===== src/sv/stream_pattern_replace_unit_assert.svh =====
// Assertion macros for the stream pattern replace unit.
`ifndef STREAM_PATTERN_REPLACE_UNIT_ASSERT_SVH
`define STREAM_PATTERN_REPLACE_UNIT_ASSERT_SVH

`ifndef ASSERT_OFF
`define SPR_ASSERT_NOW(lbl, expr) \
  lbl: assert property (@(posedge clk) disable iff (rst) (expr)) \
    else $error("spr assertion failed");
`define SPR_ASSERT_NEXT(lbl, ante, cons) \
  lbl: assert property (@(posedge clk) disable iff (rst) (ante) |=> (cons)) \
    else $error("spr assertion failed");
`else
`define SPR_ASSERT_NOW(lbl, expr)
`define SPR_ASSERT_NEXT(lbl, ante, cons)
`endif

`endif


===== src/sv/spr_pkg.sv =====
`timescale 1ns / 1ps
package spr_pkg;

  localparam int MAX_PATTERN     = 8;
  localparam int MAX_REPLACEMENT = 8;
  localparam int OUT_DEPTH       = (MAX_PATTERN > MAX_REPLACEMENT) ? MAX_PATTERN
                                                                   : MAX_REPLACEMENT;
  localparam int LEN_W  = 4;
  localparam int CNT_W  = $clog2(OUT_DEPTH + 1);
  localparam int ADDR_W = 5;
  localparam int DATA_W = 64;

  typedef enum logic [1:0] {
    REG_PATTERN_BYTES,
    REG_PATTERN_LENGTH,
    REG_REPLACEMENT_BYTES,
    REG_REPLACEMENT_LENGTH
  } reg_idx_t;

  typedef struct packed {
    logic [7:0] in_byte;
    logic       in_last;
  } in_word_t;

  typedef struct packed {
    logic [7:0] out_byte;
    logic       out_last;
  } out_word_t;

  typedef struct packed {
    logic wr;
    logic from_nbr;
    logic use_in;
    logic active;
  } cell_ctrl_t;

  typedef logic [OUT_DEPTH-1:0][7:0] out_bytes_t;

endpackage


===== src/sv/stream_pattern_replace_unit.sv =====
`timescale 1ns / 1ps
// Channel   Direction  Handshake          Word
// cfg       in         psel/penable       APB register write and read, 64-bit data
// in        in         in_valid/in_stall  in_byte, in_last
// out       out        out_valid/out_stall out_byte, out_last
//
// One source byte is taken per cycle while each byte yields at most one result and
// out_stall is low. A byte that yields n results (a replacement or a final flush)
// holds the input until the output line, draining one byte per unstalled cycle, holds one.
// Reset is synchronous and empties the window and the output line; no clearing pass.
// Any register write empties the window.
`include "stream_pattern_replace_unit_assert.svh"
module stream_pattern_replace_unit (
  input  logic                         clk,
  input  logic                         rst,
  input  logic                         psel,
  input  logic                         penable,
  input  logic                         pwrite,
  input  logic [spr_pkg::ADDR_W-1:0]   paddr,
  input  logic [spr_pkg::DATA_W-1:0]   pwdata,
  output logic [spr_pkg::DATA_W-1:0]   prdata,
  output logic                         pready,
  input  logic                         in_valid,
  output logic                         in_stall,
  input  spr_pkg::in_word_t            in_data,
  output logic                         out_valid,
  input  logic                         out_stall,
  output spr_pkg::out_word_t           out_data
);

  localparam int NP = spr_pkg::MAX_PATTERN;
  localparam int LW = spr_pkg::LEN_W;
  localparam int CW = spr_pkg::CNT_W;

  logic [8*NP-1:0]                       pattern_bytes;
  logic [LW-1:0]                         pattern_length;
  logic [8*spr_pkg::MAX_REPLACEMENT-1:0] replacement_bytes;
  logic [LW-1:0]                         replacement_length;
  logic [LW-1:0]                         fill;
  logic [LW-1:0]                         fill_next;

  spr_pkg::reg_idx_t    cfg_idx;
  logic                 cfg_wr;
  logic [LW-1:0]        plen;
  logic [LW-1:0]        rlen;
  logic [LW-1:0]        fill_inc;
  logic                 enabled;
  logic                 full;
  logic                 match;
  logic                 hit;
  logic                 in_accept;

  spr_pkg::cell_ctrl_t  ctrl [NP];
  logic [7:0]           held [NP];
  logic [7:0]           view [NP];
  logic [NP:0]          mchain;

  spr_pkg::out_bytes_t  load_bytes;
  logic [CW-1:0]        load_cnt;
  logic [CW-1:0]        out_count;

  assign pready  = 1'b1;
  assign cfg_idx = spr_pkg::reg_idx_t'(paddr[spr_pkg::ADDR_W-1:3]);
  assign cfg_wr  = psel & penable & pwrite & pready;

  always_ff @(posedge clk) begin
    if (rst) begin
      pattern_bytes      <= '0;
      pattern_length     <= '0;
      replacement_bytes  <= '0;
      replacement_length <= '0;
    end else if (cfg_wr) begin
      unique case (cfg_idx)
        spr_pkg::REG_PATTERN_BYTES:      pattern_bytes      <= pwdata;
        spr_pkg::REG_PATTERN_LENGTH:     pattern_length     <= pwdata[LW-1:0];
        spr_pkg::REG_REPLACEMENT_BYTES:  replacement_bytes  <= pwdata;
        spr_pkg::REG_REPLACEMENT_LENGTH: replacement_length <= pwdata[LW-1:0];
        default:                         pattern_length     <= pattern_length;
      endcase
    end
  end

  always_comb begin
    unique case (cfg_idx)
      spr_pkg::REG_PATTERN_BYTES:      prdata = pattern_bytes;
      spr_pkg::REG_PATTERN_LENGTH:     prdata = spr_pkg::DATA_W'(pattern_length);
      spr_pkg::REG_REPLACEMENT_BYTES:  prdata = replacement_bytes;
      spr_pkg::REG_REPLACEMENT_LENGTH: prdata = spr_pkg::DATA_W'(replacement_length);
      default:                         prdata = '0;
    endcase
  end

  assign plen = (pattern_length > LW'(NP)) ? LW'(NP) : pattern_length;
  assign rlen = (replacement_length > LW'(spr_pkg::MAX_REPLACEMENT))
                ? LW'(spr_pkg::MAX_REPLACEMENT) : replacement_length;

  assign enabled   = (plen != '0) & (rlen != '0);
  assign fill_inc  = fill + LW'(1);
  assign full      = (fill_inc == plen);
  assign in_accept = in_valid & !in_stall;
  assign match     = mchain[NP];
  assign hit       = enabled & full & match;
  assign mchain[0] = 1'b1;

  for (genvar i = 0; i < NP; i++) begin : g_cell
    logic [7:0] nbr;
    if (i == NP - 1) begin : g_end
      assign nbr = 8'h00;
    end else begin : g_mid
      assign nbr = held[i+1];
    end

    always_comb begin
      ctrl[i].use_in   = (fill == LW'(i));
      ctrl[i].active   = (LW'(i) < plen);
      ctrl[i].from_nbr = full & (LW'(i + 1) < fill);
      ctrl[i].wr       = in_accept & enabled & !in_data.in_last &
                         ((!full & (fill == LW'(i))) | (full & !match & (LW'(i) < fill)));
    end

    spr_cell u_cell (
      .clk       (clk),
      .in_byte   (in_data.in_byte),
      .nbr_byte  (nbr),
      .pat_byte  (pattern_bytes[8*i +: 8]),
      .ctrl      (ctrl[i]),
      .match_in  (mchain[i]),
      .held      (held[i]),
      .view      (view[i]),
      .match_out (mchain[i+1])
    );
  end

  always_comb begin
    load_bytes = '0;
    for (int j = 0; j < NP; j++) begin
      load_bytes[j] = view[j];
    end
    if (!enabled) begin
      load_bytes    = '0;
      load_bytes[0] = in_data.in_byte;
      load_cnt      = CW'(1);
    end else if (hit) begin
      load_bytes = '0;
      for (int j = 0; j < spr_pkg::MAX_REPLACEMENT; j++) begin
        load_bytes[j] = replacement_bytes[8*j +: 8];
      end
      load_cnt = CW'(rlen);
    end else if (in_data.in_last) begin
      load_cnt = CW'(fill_inc);
    end else begin
      load_cnt = full ? CW'(1) : CW'(0);
    end
  end

  always_comb begin
    priority if (!enabled || in_data.in_last || hit) begin
      fill_next = '0;
    end else if (full) begin
      fill_next = fill;
    end else begin
      fill_next = fill_inc;
    end
  end

  always_ff @(posedge clk) begin
    if (rst) begin
      fill <= '0;
    end else if (cfg_wr) begin
      fill <= '0;
    end else if (in_accept) begin
      fill <= fill_next;
    end
  end

  assign in_stall = (out_count > CW'(1)) | ((out_count == CW'(1)) & out_stall);

  spr_out_stage u_out (
    .clk        (clk),
    .rst        (rst),
    .load       (in_accept),
    .load_bytes (load_bytes),
    .load_cnt   (load_cnt),
    .load_last  (in_data.in_last),
    .out_stall  (out_stall),
    .out_valid  (out_valid),
    .out_data   (out_data),
    .count      (out_count)
  );

  `SPR_ASSERT_NEXT(a_last_empties, in_accept && in_data.in_last, fill == '0)
  `SPR_ASSERT_NOW(a_fill_bound, !enabled || (fill < plen))
  `SPR_ASSERT_NEXT(a_repl_count, in_accept && hit && !cfg_wr, out_count == CW'(rlen))

endmodule


===== src/sv/spr_cell.sv =====
`timescale 1ns / 1ps
module spr_cell (
  input  logic                clk,
  input  logic [7:0]          in_byte,
  input  logic [7:0]          nbr_byte,
  input  logic [7:0]          pat_byte,
  input  spr_pkg::cell_ctrl_t ctrl,
  input  logic                match_in,
  output logic [7:0]          held,
  output logic [7:0]          view,
  output logic                match_out
);

  always_ff @(posedge clk) begin
    if (ctrl.wr) begin
      held <= ctrl.from_nbr ? nbr_byte : in_byte;
    end
  end

  assign view      = ctrl.use_in ? in_byte : held;
  assign match_out = match_in & (!ctrl.active | (view == pat_byte));

endmodule


===== src/sv/spr_out_stage.sv =====
`timescale 1ns / 1ps
module spr_out_stage (
  input  logic                          clk,
  input  logic                          rst,
  input  logic                          load,
  input  spr_pkg::out_bytes_t           load_bytes,
  input  logic [spr_pkg::CNT_W-1:0]     load_cnt,
  input  logic                          load_last,
  input  logic                          out_stall,
  output logic                          out_valid,
  output spr_pkg::out_word_t            out_data,
  output logic [spr_pkg::CNT_W-1:0]     count
);

  spr_pkg::out_bytes_t           bytes;
  spr_pkg::out_bytes_t           bytes_next;
  logic [spr_pkg::CNT_W-1:0]     count_next;
  logic                          last_flag;
  logic                          last_flag_next;
  logic                          pop;

  assign out_valid = (count != '0);
  assign pop       = out_valid & !out_stall;

  always_comb begin
    bytes_next     = bytes;
    count_next     = count;
    last_flag_next = last_flag;
    if (load) begin
      bytes_next     = load_bytes;
      count_next     = load_cnt;
      last_flag_next = load_last;
    end else if (pop) begin
      bytes_next = bytes >> 8;
      count_next = count - spr_pkg::CNT_W'(1);
    end
  end

  always_ff @(posedge clk) begin
    if (rst) begin
      count     <= '0;
      last_flag <= 1'b0;
    end else begin
      count     <= count_next;
      last_flag <= last_flag_next;
    end
  end

  always_ff @(posedge clk) begin
    bytes <= bytes_next;
  end

  assign out_data.out_byte = bytes[0];
  assign out_data.out_last = last_flag & (count == spr_pkg::CNT_W'(1));

endmodule

===== config.mk =====
export PLATFORM = sky130hd
export DESIGN_NAME = stream_pattern_replace_unit
export DESIGN_NICKNAME = d
export VERILOG_FILES = /design/src/sv/spr_pkg.sv /design/src/sv/stream_pattern_replace_unit.sv /design/src/sv/spr_cell.sv /design/src/sv/spr_out_stage.sv
export VERILOG_INCLUDE_DIRS = /design/src /design/src/sv
export SDC_FILE = /design/constraint.sdc
export NUM_CORES = 1
export LEC_CHECK = 0
export ABC_AREA = 1
export BUFFER_PORTS_ARGS = -buffer_cell sky130_fd_sc_hd__buf_4
export CAP_MARGIN = 20
export CELL_PAD_IN_SITES_DETAIL_PLACEMENT = 1
export CELL_PAD_IN_SITES_GLOBAL_PLACEMENT = 1
export CORE_MARGIN = 2
export CORE_UTILIZATION = 43
export DETAILED_ROUTE_END_ITERATION = 10
export GPL_TIMING_DRIVEN = 0
export PLACE_DENSITY_LB_ADDON = 0.3
export SKIP_LAST_GASP = 1
export SLEW_MARGIN = 20
export SYNTH_ARGS = -nofsm -noshare
export SYNTH_HDL_FRONTEND = slang
export SYNTH_SLANG_ARGS = --single-unit

===== constraint.sdc =====
create_clock -name clk -period 4 [get_ports clk]
set_input_delay 0.8 -clock clk [delete_from_list [all_inputs] [get_ports clk]]
set_output_delay 0.8 -clock clk [all_outputs]
set_load 0.03 [all_outputs]

==> flow_summary.json, run 1 <==
{
  "grt_pass1_vias": 15700,
  "synth_cell_type_count": 35,
  "final_util_pct": 52.2,
  "pwr-share-comb_pct": 26.2,
  "hold_viol_final": 0,
  "antenna_left": 0,
  "n_antenna_cell": 0,
  "die_area_um2": 35100,
  "yosysSeqAreaShare_pct": 46.7,
  "required_ns": 4.24,
  "r2r_slack_ns": 0.09,
  "die_h_um": 187,
  "synth_area_um2": 14500,
  "slew_viol_final": 0,
  "timing.rr.start": "fill[0]",
  "track_usage_pct": 35.8,
  "ys_ff_latch": 273,
  "leakage_nw": 7.38,
  "synth_ff_type": "dfxtp_1",
  "core_area_um2": 33300,
  "total_power_mw": 9.13,
  "syn-instance-count": 1963,
  "internal_power_mw": 6.00,
  "drc": 0,
  "viasPerCell": 5.84,
  "synth_fp_nets": 2055,
  "status": "complete, no violations",
  "clk_latency_ns": 0.52,
  "whs_endpoint": "u_out.count[0]",
  "fillers": 4276,
  "setup_viol": 0,
  "reg2reg_depth": 19,
  "synth_area_per_cell_um2": 7.36,
  "netSwitchingPower_mw": 3.13,
  "startpoint_type": "flop",
  "clk_pin_slew_worst_paths_ns": 0.06,
  "drt_wl_total_um": 64200,
  "worstHoldPathCells": 2,
  "grt_max_degree": 36,
  "worst_pin_slew_ns": 1.20,
  "core.rowCount": 67,
  "syn_to_final_growth_pct": 20.3,
  "yosysWarnings": 0,
  "finalCriticalPeriod_ns": 3.91,
  "cts_tree": "yes",
  "finalWeightedCongestion": 0.968,
  "post-place-ws_ns": -0.388,
  "cts.path.max_buffers": 3,
  "postCtsHoldBufs": 0,
  "swShare_pct": 34.3,
  "cts_max_level": 2,
  "p_seq_share_pct": 40.5,
  "grt_overflow_total": 0,
  "dpl_cell_area_um2": 16200,
  "drt_iter0_markers": 1329,
  "rsz0062_at_grt": "true",
  "r2r_end": "u_out.bytes[47]",
  "numCtsBuffers": 34,
  "firstDrtPassIters": 5,
  "final_nets": 2252,
  "path_class": "flop to flop",
  "clockPowerShare_pct": 33.3,
  "critPathLaunch": "fill[0]",
  "post_drt_wl_per_cell_um": 24.4,
  "vdd_ir_drop_max_mv": 0.316,
  "start_util_pct": 43.4,
  "crit_path_end_kind": "flop",
  "dp_hpwl_um": 47400,
  "power_density_nw_per_um2": 525,
  "pin_count": 161,
  "cts_setup_buffers": 0,
  "setup_slack_ns": 0.0932,
  "io_buffers": 156,
  "dr_total_vias": 15400,
  "fmax_ghz": 0.256,
  "async_flop_share_pct": 0,
  "setup_tns_ns": 0,
  "cp_max_fo": 10,
  "fin_skew_ns": 0.0103,
  "cts_root_buf": "clkbuf_16",
  "worstHoldStart": "rst",
  "design_area_um2": 17400,
  "max-cap-violations": 0,
  "cp_data_arrival_time_ns": 4.15,
  "fin_crit_sh_pct": 97.7,
  "cts.sinks": 273,
  "grt_pass1_wl_um": 94400,
  "ys_top_cells_by_area": "edfxtp_1 (27%), dfxtp_1 (20%), nand2_1 (12%), o21ai_0 (10%), a21oi_1 (5.7%)",
  "max_slew_margin_pct": 20.2,
  "antenna_found_initial": 1,
  "layout-drive-gt1-share_pct": 13.3,
  "synth_top_cell_by_area": "edfxtp_1",
  "synth_top_area_share_pct": 26.6,
  "synth_edf_count": 128,
  "die_width_um": 187,
  "hp-class": "input pin to flop"
}
logic make-up after synthesis:
| family | share of synthesized area (%) |
|---|---|
| other cells | 0.0259 |
| compound gates | 21.1 |
| simple gates | 21.2 |
| buf+inv | 9.69 |
| flops | 46.7 |
| fa+ha+maj | 0.606 |
| xor+xnor | 0.666 |
worst max path at each step:
stage	endpoint	cells past startpoint
finish	u_out.bytes[47]	19
global route	g_cell[7].u_cell.held[4]	19
CTS	g_cell[1].u_cell.held[5]	11
detailed placement	g_cell[1].u_cell.held[7]	11
global placement	replacement_bytes[35]	9
floorplan	g_cell[4].u_cell.held[0]	13
metal layers:
layer / wire length, um / global-route usage (%) / vias up
li1: - / - / 6929
met5: 0 / 0 / -
met3: 4780 / 6.00 / 203
met1: 25500 / 44.1 / 7523
met2: 30100 / 59.4 / 721
met4: 3870 / 20.7 / 0
stage by stage:
step | hold WS [ns] | instances
floorplan | 0.430 | 1963
global placement | 0.457 | 2567
detailed placement | 0.465 | 2570
CTS | 0.447 | 2632
global route | 0.452 | 2634
finish | 0.448 | 2634
cell usage in the layout (no fill, tap or decap), drive strengths merged, types with 33 or more instances in the layout:
master / n
nand2: 481
a21oi: 165
buf: 204
dfxtp: 145
nand3: 103
edfxtp: 128
clkbuf: 134
o21ai: 344
o22ai: 33
inv: 205
nor2: 160
cell type report:
cell class                      count  area, um^2  share of cell area (%)
Buffer                            124         617                    3.55
Clock buffer                       53        1050                    6.02
Clock inverter                      9        42.5                   0.245
Inverter                          210         791                    4.55
Multi-Input combinational cell   1356        6360                    36.6
Sequential cell                   273        6750                    38.8
Tap cell                          448         561                    3.22
Timing Repair Buffer              161        1220                    7.04
flip-flops by register name, summed over array words and instances, names as in the netlist:
name                cells
g_cell.u_cell.held     64
pattern_bytes          64
replacement_bytes      64
u_out.bytes            56
u_out.out_data          8
fill                    4
pattern_length          4
replacement_length      4
u_out.count             4
u_out.last_flag         1
Yosys cell counts (all sizes together), types with 2 or more instances:
cell type,instances
a31oi,9
clkinv,5
nor3,3
clkbuf,80
ha,7
nand2,481
o2111ai,2
or2,3
xor2,10
o211ai,25
edfxtp,128
inv,205
buf,44
nand4,6
dfxtp,145
a221oi,2
a21oi,165
o21ai,344
nor2,160
nand3,103
o22ai,33
power groups by stage:
stage / combinational, mW / sequential, mW / clock (mW)
2_1_floorplan: 1.40 / 3.68 / 0
3_3_place_gp: 2.21 / 3.76 / 0
3_5_place_dp: 2.31 / 3.75 / 0
4_1_cts: 2.33 / 3.69 / 3.03
5_1_grt: 2.56 / 3.72 / 3.13
6_report: 2.39 / 3.70 / 3.04
worst max-delay path, cell delays in order (launching register included):
cell and delay, ns:
dfxtp_1 0.44, inv_2 0.14, nor2_2 0.41, nand2_1 0.29, nand2_1 0.16, nand2_1 0.08
nand2_1 0.06, nand2_1 0.05, nor2_1 0.11, nand2_1 0.08, nor2_1 0.32, nand2_1 0.11
nand2_1 0.09, nand3_1 0.06, nand2_1 0.11, nand3_2 0.13, buf_6 0.18, buf_2 0.26
o21ai_0 0.38, nand2_1 0.15
timing repair:
item                       CTS  global route
cloned                       0             0
setup endpoints to repair   59            66
gates resized for setup      5            13
No activity file was read; power rests on OpenSTA's default activity.
==> run 2, diff against run 1 <==
CORE_MARGIN = 1.5   (was 2)
REMOVE_ABC_BUFFERS = 1   (was not set)
==> run 2 against run 1 <==
  * The flow now finishes with violations (setup timing)
  * Combinational power down 7%
  * Via count shrank 7.0%
  * Wire length shrank 16%
  * Sequential share of layout area is 0.72 points higher
  * Total power decreased by 5.2%
  * Flip-flop and latch count unchanged
  * Clock power decreased by 10%
  * Maximum frequency fell by 2.9%
  * Global-route usage decreased by 5.4 points
  * Count of clock-buffer cells in the layout down 10
  * Critical path type is now input pin to output port
  * Largest cell class unchanged
==> flow_summary.json, run 2 (synthesized netlist as in run 1, its figures left out) <==
{
  "die_area_um2": 34700,
  "swShare_pct": 34.0,
  "fillers": 4177,
  "numCtsBuffers": 31,
  "clk_pin_slew_worst_paths_ns": 0.06,
  "layout_common_cells": "nand2_1 (474), o21ai_0 (299), inv_1 (198), buf_4 (167), a21oi_1 (159)",
  "cts_tree": "yes",
  "dp_hpwl_um": 36400,
  "start_util_pct": 44.1,
  "cts_root_buf": "clkbuf_16",
  "slowest_delay_ns": 0.82,
  "max-cap-violations": 0,
  "fmax_ghz": 0.249,
  "rsz0062_at_grt": "true",
  "clockPowerShare_pct": 31.5,
  "power_density_nw_per_um2": 507,
  "setup_slack_ns": -0.0226,
  "antenna_found_initial": 0,
  "io_buffers": 156,
  "multi_input_area_um2": 6470,
  "core_area_um2": 32800,
  "internal_power_mw": 5.71,
  "n_antenna_cell": 0,
  "cts.sinks": 273,
  "finalCriticalPeriod_ns": 4.02,
  "violations": "setup timing",
  "reg_top3": "g_cell.u_cell.held: 64 flops, pattern_bytes: 64 flops, replacement_bytes: 64 flops",
  "status": "finished with violations",
  "die_h_um": 186,
  "register_area_um2": 6750,
  "pwr-share-comb_pct": 25.8,
  "grt_overflow_total": 0,
  "crit_path_end_kind": "output port",
  "final_common_cell": "nand2_1",
  "dr_total_vias": 14300,
  "leakage_nw": 7.24,
  "grt_pass1_wl_um": 83000,
  "hold_viol_final": 0,
  "post_drt_wl_per_cell_um": 21.3,
  "cp_data_arrival_time_ns": 3.22,
  "clk_latency_ns": 0.57,
  "layout-drive-gt1-share_pct": 13.4,
  "cp_max_fo": 35,
  "die_width_um": 186,
  "total_power_mw": 8.66,
  "grt_pass1_vias": 14900,
  "track_usage_pct": 30.4,
  "setup_viol": 1,
  "syn_to_final_growth_pct": 18.2,
  "fin_crit_sh_pct": 101,
  "finalWeightedCongestion": 0.888,
  "startpoint_type": "input pin",
  "cts_max_level": 1,
  "critPathSlowestCell": "nor2_1",
  "firstDrtPassIters": 6,
  "required_ns": 3.20,
  "drc": 0,
  "pin_count": 161,
  "grt_max_degree": 81,
  "slew_viol_final": 0,
  "viasPerCell": 5.67,
  "vdd_ir_drop_max_mv": 0.461,
  "core.rowCount": 66,
  "fin_skew_ns": 0.0155,
  "max_slew_margin_pct": 26.6,
  "netSwitchingPower_mw": 2.95,
  "worst_pin_slew_ns": 1.10,
  "path_common_cell": "buf_4",
  "holdWs_ns": 0.438,
  "drt_iter0_markers": 857,
  "path_cells": "buf_4 > nor2_1 > clkinv_4 > buf_12 > o22ai_1 > buf_4",
  "cts.path.max_buffers": 3,
  "antenna_left": 0,
  "final_nets": 2145,
  "drt_wl_total_um": 53700,
  "hp-class": "input pin to flop",
  "p_seq_share_pct": 42.7,
  "path_class": "input pin to output port",
  "timing.rr.start": "u_out.count[0]",
  "critPathLaunch": "paddr[3]",
  "worstHoldStart": "rst"
}
-- run 2: cell count changes in the layout (fill, tap and decap cells not counted), sizes merged --
cell,change
inv,+1
nor2,+1
clkbuf,-91
bufinv,+1
clkinv,+5
clkinvlp,-1
buf,-24
-- run 2: critical path, delay by kind of cell --
family,cells,cell delay (ns)
AOI/OAI and AO/OA,1,0.38
buffers and inverters,4,1.17
and+or+nand+nor,1,0.82
-- run 2: metrics by stage --
| stage | TNS (ns) | setup slack, ns | std cells | utilization [%] | area, um^2 |
|---|---|---|---|---|---|
| after global placement | -1852.12 | -8.82 | 2437 | 47.5 | 15600 |
| final | -0.0226 | -0.0226 | 2520 | 52.1 | 17100 |
| after global routing | -0.589 | -0.0831 | 2520 | 52.1 | 17100 |
| after detailed placement | -74.48 | -0.854 | 2450 | 48.5 | 15900 |
| after CTS | 0 | 0.0107 | 2509 | 51.7 | 16900 |
| after floorplan | -219.77 | -1.44 | 1839 | - | 13800 |
-- run 2: worst paths after layout --
path	end	slack [ns]	cells past startpoint
worst max-delay path	prdata[30]	-0.02	6
worst min-delay path	u_out.count[0]	0.44	2
worst max register to register	g_cell[1].u_cell.held[0]	0.20	13
worst min register to register	u_out.last_flag	0.45	2
-- run 2: repair_timing --
| action | in CTS | in global routing |
|---|---|---|
| hold buffers | 0 | 0 |
| pin swaps | 1 | 4 |
| gates cloned | 1 | 0 |
| gates resized for setup | 21 | 8 |
| setup buffers | 0 | 11 |
| setup endpoints to repair | 150 | 84 |
-- run 2: cell type report --
cell class	count	share of cell area, %
multi-input combinational	1357	37.9
tap	442	3.24
sequential	273	39.5
timing repair buffer	180	9.04
clock inverter	15	0.571
inverter	210	4.75
clock buffer	43	4.98
-- run 2: power groups by stage --
| stage | logic (mW) | clock network (mW) | registers, mW |
|---|---|---|---|
| floorplan | 1.16 | 0 | 3.78 |
| CTS | 2.16 | 2.75 | 3.69 |
| finish | 2.23 | 2.73 | 3.70 |
| detailed placement | 2.12 | 0 | 3.75 |
| global route | 2.42 | 2.87 | 3.74 |
| global placement | 1.99 | 0 | 3.76 |
-- run 2: metal layers --
metal  GRT usage, %  share of wire (%)  up-vias
li1               -                  -     6705
met1           36.3                 41     7013
met4           13.1                4.3        0
met3           5.13                5.9      112
met2           53.7                 49      468
met5              0                  0        -
